### src/rtl/dpq_pkg.sv
// Package with constants, codes and types of the due-date priority queue.
package dpq_pkg;

  // Default sizes
  localparam int unsigned DefaultDepth   = 16;
  localparam int unsigned DefaultTagBits = 16;

  // Field limits
  localparam int unsigned MonthBits = 4;
  localparam int unsigned DayInBits = 6;
  localparam int unsigned DayBits   = 5;
  localparam int unsigned LenBits   = 8;
  localparam int unsigned KeyBits   = MonthBits + DayBits;

  localparam logic [MonthBits-1:0] MaxMonth = 4'd12;
  localparam logic [DayInBits-1:0] MaxDay   = 6'd31;
  localparam logic [LenBits-1:0]   MaxLen   = 8'd12;

  // Request codes
  typedef enum logic {
    OpEnqueue = 1'b0,
    OpDequeue = 1'b1
  } op_e;

  // Result status codes
  typedef enum logic [1:0] {
    StatusOk      = 2'd0,
    StatusInvalid = 2'd1,
    StatusFull    = 2'd2,
    StatusEmpty   = 2'd3
  } status_e;

  // Sequencer states
  typedef enum logic [2:0] {
    StIdle,
    StDeqRd,
    StEnqCmp,
    StEnqWr,
    StResp
  } state_e;

endpackage

### src/rtl/due_date_priority_queue_top.sv
// Top level of the due-date priority queue: circular sorted store and sequencer.
//
//   channel | direction | handshake              | payload
//   --------+-----------+------------------------+-----------------------------------------
//   in      | input     | in_valid_i / in_stall_o | op, due_month, due_day, course_length,
//           |           |                        | item_tag
//   out     | output    | out_valid_o/out_stall_i | accepted, status, out_tag, out_month,
//           |           |                        | out_day
//
// Each request gives one result. A rejected request goes from StIdle straight to StResp, a
// dequeue passes through StDeqRd, and an enqueue passes through StEnqCmp and/or StEnqWr, where
// each stored entry with a later date moves up one slot; each move is one read/compare/write
// of the one-write, one-read store. The input stalls while a request is in the sequencer.
// Reset empties the queue at once; store contents are left as they are.
// A held result keeps its register until taken; the sequencer waits for the slot.
module due_date_priority_queue_top #(
  parameter int unsigned DEPTH    = dpq_pkg::DefaultDepth,
  parameter int unsigned TAG_BITS = dpq_pkg::DefaultTagBits
) (
  input  logic                          clk_i,
  input  logic                          rst_ni,
  input  logic                          in_valid_i,
  output logic                          in_stall_o,
  input  logic                          op_i,
  input  logic [dpq_pkg::MonthBits-1:0] due_month_i,
  input  logic [dpq_pkg::DayInBits-1:0] due_day_i,
  input  logic [dpq_pkg::LenBits-1:0]   course_length_i,
  input  logic [TAG_BITS-1:0]           item_tag_i,
  output logic                          out_valid_o,
  input  logic                          out_stall_i,
  output logic                          accepted_o,
  output logic [1:0]                    status_o,
  output logic [TAG_BITS-1:0]           out_tag_o,
  output logic [dpq_pkg::MonthBits-1:0] out_month_o,
  output logic [dpq_pkg::DayBits-1:0]   out_day_o
);
  import dpq_pkg::*;

  localparam int unsigned IdxW   = (DEPTH > 1) ? $clog2(DEPTH) : 1;
  localparam int unsigned CntW   = $clog2(DEPTH + 1);
  localparam logic [IdxW-1:0] LastIdx = IdxW'(DEPTH - 1);
  localparam logic [CntW-1:0] FullCnt = CntW'(DEPTH);

  typedef struct packed {
    logic [TAG_BITS-1:0]  tag;
    logic [MonthBits-1:0] month;
    logic [DayBits-1:0]   day;
  } entry_t;

  // Circular index helpers
  function automatic logic [IdxW-1:0] idx_next(input logic [IdxW-1:0] p);
    return (p == LastIdx) ? '0 : p + 1'b1;
  endfunction

  function automatic logic [IdxW-1:0] idx_prev(input logic [IdxW-1:0] p);
    return (p == '0) ? LastIdx : p - 1'b1;
  endfunction

  // Control state
  state_e          state_q, state_d;
  logic [IdxW-1:0] head_q, head_d;
  logic [IdxW-1:0] tail_q, tail_d;
  logic [IdxW-1:0] pos_q, pos_d;
  logic [CntW-1:0] count_q, count_d;
  logic            out_valid_q, out_valid_d;

  // Payload registers
  entry_t               new_q, new_d;
  logic                 res_acc_q, res_acc_d;
  status_e              res_status_q, res_status_d;
  entry_t               res_q, res_d;
  logic                 out_acc_q;
  status_e              out_status_q;
  entry_t               out_q;
  logic                 out_load;

  // Store ports
  entry_t          mem_q [DEPTH];
  entry_t          rd_q;
  logic            we;
  logic [IdxW-1:0] waddr;
  entry_t          wdata;
  logic [IdxW-1:0] raddr;

  logic in_xfer;
  logic bad_entry;
  logic later;

  assign in_stall_o = (state_q != StIdle);
  assign in_xfer    = in_valid_i && !in_stall_o;
  assign bad_entry  = (due_month_i > MaxMonth) || (due_day_i > MaxDay) ||
                      (course_length_i == '0) || (course_length_i > MaxLen);
  assign later      = {rd_q.month, rd_q.day} > {new_q.month, new_q.day};

  // Next state, store access and result
  always_comb begin
    state_d      = state_q;
    head_d       = head_q;
    tail_d       = tail_q;
    pos_d        = pos_q;
    count_d      = count_q;
    new_d        = new_q;
    res_acc_d    = res_acc_q;
    res_status_d = res_status_q;
    res_d        = res_q;
    out_load     = 1'b0;
    we           = 1'b0;
    waddr        = pos_q;
    wdata        = new_q;
    raddr        = idx_prev(pos_q);

    case (state_q)
      StIdle: begin
        new_d.tag   = item_tag_i;
        new_d.month = due_month_i;
        new_d.day   = due_day_i[DayBits-1:0];
        res_d       = '0;
        res_acc_d   = 1'b0;
        if (op_i == OpDequeue) begin
          raddr = head_q;
        end else begin
          raddr = idx_prev(tail_q);
        end
        if (in_xfer) begin
          state_d = StResp;
          if (op_i == OpDequeue) begin
            if (count_q == '0) begin
              res_status_d = StatusEmpty;
            end else begin
              state_d = StDeqRd;
            end
          end else if (bad_entry) begin
            res_status_d = StatusInvalid;
          end else if (count_q == FullCnt) begin
            res_status_d = StatusFull;
          end else begin
            res_acc_d    = 1'b1;
            res_status_d = StatusOk;
            pos_d        = tail_q;
            tail_d       = idx_next(tail_q);
            count_d      = count_q + 1'b1;
            if (count_q == '0) begin
              state_d = StEnqWr;
            end else begin
              state_d = StEnqCmp;
            end
          end
        end
      end
      StDeqRd: begin
        // pop the head entry
        res_d        = rd_q;
        res_acc_d    = 1'b1;
        res_status_d = StatusOk;
        head_d       = idx_next(head_q);
        count_d      = count_q - 1'b1;
        state_d      = StResp;
      end
      StEnqCmp: begin
        we = 1'b1;
        if (later) begin
          // move the later entry up one slot and look one further down
          wdata = rd_q;
          pos_d = idx_prev(pos_q);
          raddr = idx_prev(pos_d);
          if (pos_d == head_q) begin
            state_d = StEnqWr;
          end
        end else begin
          state_d = StResp;
        end
      end
      StEnqWr: begin
        we      = 1'b1;
        state_d = StResp;
      end
      StResp: begin
        if (!out_valid_q || !out_stall_i) begin
          out_load = 1'b1;
          state_d  = StIdle;
        end
      end
      default: begin
        state_d = StIdle;
      end
    endcase
  end

  // Drop a taken result, load a new one
  always_comb begin
    out_valid_d = out_valid_q;
    if (out_valid_q && !out_stall_i) begin
      out_valid_d = 1'b0;
    end
    if (out_load) begin
      out_valid_d = 1'b1;
    end
  end

  // Control registers
  always_ff @(posedge clk_i or negedge rst_ni) begin
    if (!rst_ni) begin
      state_q     <= StIdle;
      head_q      <= '0;
      tail_q      <= '0;
      pos_q       <= '0;
      count_q     <= '0;
      out_valid_q <= 1'b0;
    end else begin
      state_q     <= state_d;
      head_q      <= head_d;
      tail_q      <= tail_d;
      pos_q       <= pos_d;
      count_q     <= count_d;
      out_valid_q <= out_valid_d;
    end
  end

  // Payload registers
  always_ff @(posedge clk_i) begin
    new_q        <= new_d;
    res_acc_q    <= res_acc_d;
    res_status_q <= res_status_d;
    res_q        <= res_d;
    if (out_load) begin
      out_acc_q    <= res_acc_q;
      out_status_q <= res_status_q;
      out_q        <= res_q;
    end
  end

  // Entry store: one write, one registered read
  always_ff @(posedge clk_i) begin
    if (we) begin
      mem_q[waddr] <= wdata;
    end
    rd_q <= mem_q[raddr];
  end

  assign out_valid_o = out_valid_q;
  assign accepted_o  = out_acc_q;
  assign status_o    = out_status_q;
  assign out_tag_o   = out_q.tag;
  assign out_month_o = out_q.month;
  assign out_day_o   = out_q.day;

endmodule

### config.mk
export PLATFORM = sky130hd
export DESIGN_NAME = due_date_priority_queue_top
export DESIGN_NICKNAME = d
export VERILOG_FILES = /design/src/rtl/dpq_pkg.sv /design/src/rtl/due_date_priority_queue_top.sv
export SDC_FILE = /design/constraint.sdc
export NUM_CORES = 1
export LEC_CHECK = 0
export ABC_AREA = 1
export BUFFER_PORTS_ARGS = -buffer_cell sky130_fd_sc_hd__buf_2
export CORE_MARGIN = 1.5
export CORE_UTILIZATION = 40
export CTS_CLUSTER_DIAMETER = 30
export DETAILED_ROUTE_END_ITERATION = 7
export GPL_TIMING_DRIVEN = 0
export PLACE_DENSITY = 0.57
export SYNTH_ARGS = -nofsm -noshare
export SYNTH_HDL_FRONTEND = slang
export SYNTH_SLANG_ARGS = --single-unit
### constraint.sdc
create_clock -name clk_i -period 7.53 [get_ports clk_i]
set_input_delay 0.753 -clock clk_i [delete_from_list [all_inputs] [get_ports clk_i]]
set_output_delay 0.753 -clock clk_i [all_outputs]
set_load 0.005 [all_outputs]
=== Yosys cells after proc, flatten, opt, wreduce, memory -nomap -nowiden ===
Memories as Yosys holds them, arrays and structs flattened. A register that Yosys moved wholly into a read port is not among the register bits.
Cells that the tools add are included.

* Output and inout port bits: 30
* Bits in registers: 102
* RAM bits: 400
* Input bits: 39
* Word-level logic and storage cells: 126
* Memories kept: 1

* Multiplexer cells: 50
* Bitwise gates (word level): 3
* $lt $le $gt $ge: 4
* Add/subtract/negate cells: 7
* Reduce and logical (&&, ||, !) cells: 26
* Eq/ne operators: 16

{| class="wikitable"
|+ Memory list
! memory !! words !! bits a word !! read ports !! clocked after memory_dff !! write ports !! RTL line !! text
|-
| mem_q || 16 || 25 || 1 || 1 || 1 || due_date_priority_queue_top.sv:78 || <nowiki>entry_t mem_q [DEPTH];</nowiki>
|}

{| class="wikitable"
|+ Operators by type and width
! operator !! count
|-
| 2-to-1 mux 25 bit || 2
|-
| case mux 25 bit (2 select lines) || 1
|-
| 2-to-1 mux 4 bit || 12
|-
| 2-to-1 mux 3 bit || 8
|-
| 2-to-1 mux 5 bit || 4
|-
| case mux 4 bit (2 select lines) || 2
|-
| logical NOT 4 bit || 3
|-
| 2-to-1 mux 1 bit || 12
|-
| != test 2 bit (second input constant) || 6
|-
| case mux 3 bit (4 select lines) || 1
|-
| subtractor 4 x 1 -> 4 bit (second input constant) || 3
|-
| 2-to-1 mux 2 bit || 5
|-
| case mux 5 bit (2 select lines) || 1
|-
| AND reduction 5 bit || 2
|-
| > comparator 9 bit || 1
|-
| adder 4 x 1 -> 4 bit (second input constant) || 2
|-
| == test 4 bit (second input constant) || 2
|-
| > comparator 8 x 4 -> 1 bit (second input constant) || 1
|-
| logical NOT 8 bit || 1
|-
| == test 3 x 2 -> 1 bit (second input constant) || 2
|-
| > comparator 6 x 5 -> 1 bit (second input constant) || 1
|-
| != test 3 bit (second input constant) || 2
|-
| AND reduction 3 bit || 2
|-
| AND reduction 6 bit || 1
|-
| other kinds (18) || 29
|}

=== Depth between registers and ports, before layout ===
* Word-level depth: 8
* Mapped depth: 21

=== Worst setup path before layout ===
Ideal clock, no wire load.

* Path kind: reg-to-reg
* Start: reg new_q[8] in the netlist's numbering
* End: mem mem_q[0][15] in the netlist's numbering (data pin)
* Slack: 4,852 ps
* Data arrival time: 2,347 ps
* Stages on the path, launching flop included: 12
* Path buffers: 1
* Path through: edfxtp_1 > inv_1 > ha_1 > nand2_1 > nor2_2 > nand3_1 > nand3_1 > nand2_2 > nor2_2 > inv_2 > clkbuf_1 > o21ai_0

{| class="wikitable"
|+ RTL lines
! element !! RTL line !! text
|-
| from (decl) || due_date_priority_queue_top.sv:68 || <nowiki>entry_t new_q, new_d;</nowiki>
|-
| from (signal assigned) || due_date_priority_queue_top.sv:221 || <nowiki>new_q <= new_d;</nowiki>
|-
| to (decl) || due_date_priority_queue_top.sv:78 ||
|}

==> flow_metrics.env <==
export IMPL_chipHeight_um=242.3
export IMPL_syn_area_um2=22910
export IMPL_nNetsFinal=2361
export IMPL_grt_max_degree=29
export IMPL_min_period_ns=4.086
export IMPL_arrival_ns=4.32
export IMPL_fin_crit_sh_pct=54.26
export IMPL_cts_hold_fix_buffers=0
export IMPL_htreeDepth=3
export IMPL_pre_cts_slack_ns=3.544
export IMPL_clock_sinks=527
export IMPL_timing_fmax_mhz=244.7
export IMPL_slew_headroom_pct=2.582
export IMPL_synth_cell_types=43
export IMPL_hold_violations=0
export IMPL_skew_ns=0.02440
export IMPL_worst_pin_slew_ns=1.452
export IMPL_setup_viol=0
export IMPL_synth_common_cells="edfxtp_1, nand3_1, nand2_1"
export IMPL_tns_ns=0
export IMPL_synth_area_leader_cell="edfxtp_1"
export IMPL_finalWeightedCongestion=0.8558
export IMPL_fin_area_um2=28650
export IMPL_path_max_fanout=16
export IMPL_worstSkewPairLatency_ns=0.65
export IMPL_routed_via_density=5.132
export IMPL_rsz0062_at_grt="no"
export IMPL_holdWs_ns=0.09296
export IMPL_postCtsResizedCells=0
export IMPL_hp_class="in -> async"
export IMPL_ys_warn_count=0
export IMPL_syn_inst=2091
export IMPL_ys_ff_latch=527
export IMPL_antenna_left=0
export IMPL_synth_most_common_cell="edfxtp_1"
export IMPL_synth_top_cell_area_share_pct=63.05
export IMPL_synth_enable_flop_cells=481
export IMPL_report_final_slew_viol_count=0
export IMPL_grt_ovfl_total=0
export IMPL_postSynth_asyncResetShare_pct=3.985
export IMPL_layout_drive_gt1_share_pct=17.94
export IMPL_endpoint_kind="flip-flop"
export IMPL_antenna_found_initial=0
export IMPL_num_vias=16180
export IMPL_required_ns=7.76
export IMPL_clkTransAtPathRegs_ns=0.05
export IMPL_cts_setup_buffers=0
export IMPL_firstDrtPassIters=6
export IMPL_cts_max_path_buffers=3
export IMPL_postSynthAreaPerCell_um2=10.96
export IMPL_wl_per_cell_um=20.69
export IMPL_maxCapViolCount=0
export IMPL_fin_ws_ns=3.444
export IMPL_dp_hpwl_um=43310
export IMPL_core_um2=56500
export IMPL_ys_seq_area_share_pct=67.53
export IMPL_critPathKind="reg -> reg"
export IMPL_die_width_um=242.3
export IMPL_outcome="complete, no violations"
export IMPL_initial_utilization_pct=40.55
export IMPL_diodes=0
export IMPL_place_area_um2=24830
export IMPL_grt_util_all_layers_pct=22.40
export IMPL_rows=87
export IMPL_cts_tree="yes"
export IMPL_die_area_um2=58710
export IMPL_synthFlopType="edfxtp_1"
export IMPL_routed_wl_um=65220
export IMPL_synthToLayoutAreaGrowth_pct=25.06
export IMPL_postSynthNetCount=2152
export IMPL_first_global_vias=16050
export IMPL_ios=69
export IMPL_dr_first_iter_drc_count=1576
export IMPL_synth_area_leaders="edfxtp_1, nand3_1, nand2_1, inv_1, dfrtp_1"
export IMPL_grt_first_pass_wirelength_um=97940
export IMPL_post_route_drc_count=0
export IMPL_cts_buffers=109
export IMPL_cp_start_kind="flip-flop"
export IMPL_portBuffers=68
export IMPL_cts_root_buf="clkbuf_16"
## sequential cells by signal, summed over array words and instances, names as in the netlist, 2 cells and up
register      cells
mem_q           400
out_tag_o        16
new_q            25
status_o          2
out_day_o         5
out_month_o       4
res_q            25
head_q            4
rd_q             25
res_status_q      2
pos_q             4
tail_q            4
state_q           3
count_q           5
## per-layer routing
metal | global-route usage [%] | up-vias | share of wire (%)
met5 | 0 | - | 0
met4 | 7.647 | 0 | 2.6
met3 | 3.755 | 119 | 7.1
met2 | 36.46 | 639 | 47
met1 | 30.40 | 7890 | 43
li1 | - | 7532 | -
## path summary, 6_finish.rpt
check                                from           end  slack (ns)  cells past startpoint
max in group asynchronous          rst_ni      pos_q[0]        7.04                      1
max reg2reg                      new_q[4]  mem_q[14][9]        3.44                     13
min                                rst_ni   out_valid_o        0.09                      1
min reg2reg                      res_q[0]  out_day_o[0]        0.41                      0
max                              new_q[4]  mem_q[14][9]        3.44                     13
min in group clk_i         item_tag_i[15]     new_q[24]        0.28                      1
## worst max-delay path, cell delays in order, from the launching register on
cell and delay [ns]:
edfxtp_1 0.37, inv_1 0.08, ha_1 0.30, nand2_1 0.07, inv_1 0.08, nand2_1 0.05
nand2_1 0.05, nand2_1 0.06, nand3_1 0.16, nand2_2 0.14, nor2_2 0.37, inv_2 0.17
clkbuf_1 0.48, o21ai_1 1.28
## final cells by class
class	instances	area, µm²
Clock inverter	78	917.1
Clock buffer	130	2899
Multi-Input combinational cell	1129	5654
Fill cell	4955	27850
Inverter	326	1229
Buffer	109	705.7
Timing Repair Buffer	98	829.5
Tap cell	756	945.9
Sequential cell	527	15470
## metrics by stage
stage / util, % / cells
floorplan: - / 2091
global placement: 42.83 / 2915
detailed placement: 43.95 / 2945
CTS: 50.71 / 3153
global route: 50.71 / 3153
finish: 50.71 / 3153
## placed cells by master (no fill, tap or decap), drive strengths merged
| master | synthesis | final |
|---|---|---|
| o211ai | 5 | 5 |
| or2 | 1 | 1 |
| nor4 | 1 | 1 |
| o21a | 1 | 1 |
| nand3b | 51 | 51 |
| o31ai | 1 | 1 |
| nand3 | 468 | 468 |
| dfxtp | 25 | 25 |
| o221ai | 1 | 1 |
| nor2 | 69 | 69 |
| xor2 | 13 | 13 |
| clkinv | 3 | 43 |
| buf | 100 | 198 |
| ha | 21 | 21 |
| nor3 | 4 | 4 |
| o21bai | 1 | 1 |
| fa | 1 | 1 |
| a31oi | 2 | 2 |
| nand2 | 423 | 423 |
| edfxtp | 481 | 481 |
| clkinvlp | 0 | 14 |
| clkbuf | 9 | 139 |
| bufinv | 0 | 16 |
| o21ai | 46 | 46 |
| xnor2 | 2 | 2 |
| o22ai | 1 | 1 |
| a21o | 1 | 1 |
| dfrtp | 21 | 21 |
| inv | 323 | 331 |
| nand4 | 4 | 4 |
| a21oi | 12 | 12 |
## cell families after synthesis
family,share of synthesized area (%)
buffers and inverters,8.444
AND/OR/NAND/NOR,20.52
AO/OA/AOI/OAI,1.699
adder cells (fa/ha/maj),1.234
XOR/XNOR,0.5735
flip-flops,67.53
Power is left out: the tool's default activity adds up to more than one toggle a clock period on the data nets, which glitch-free logic cannot reach.
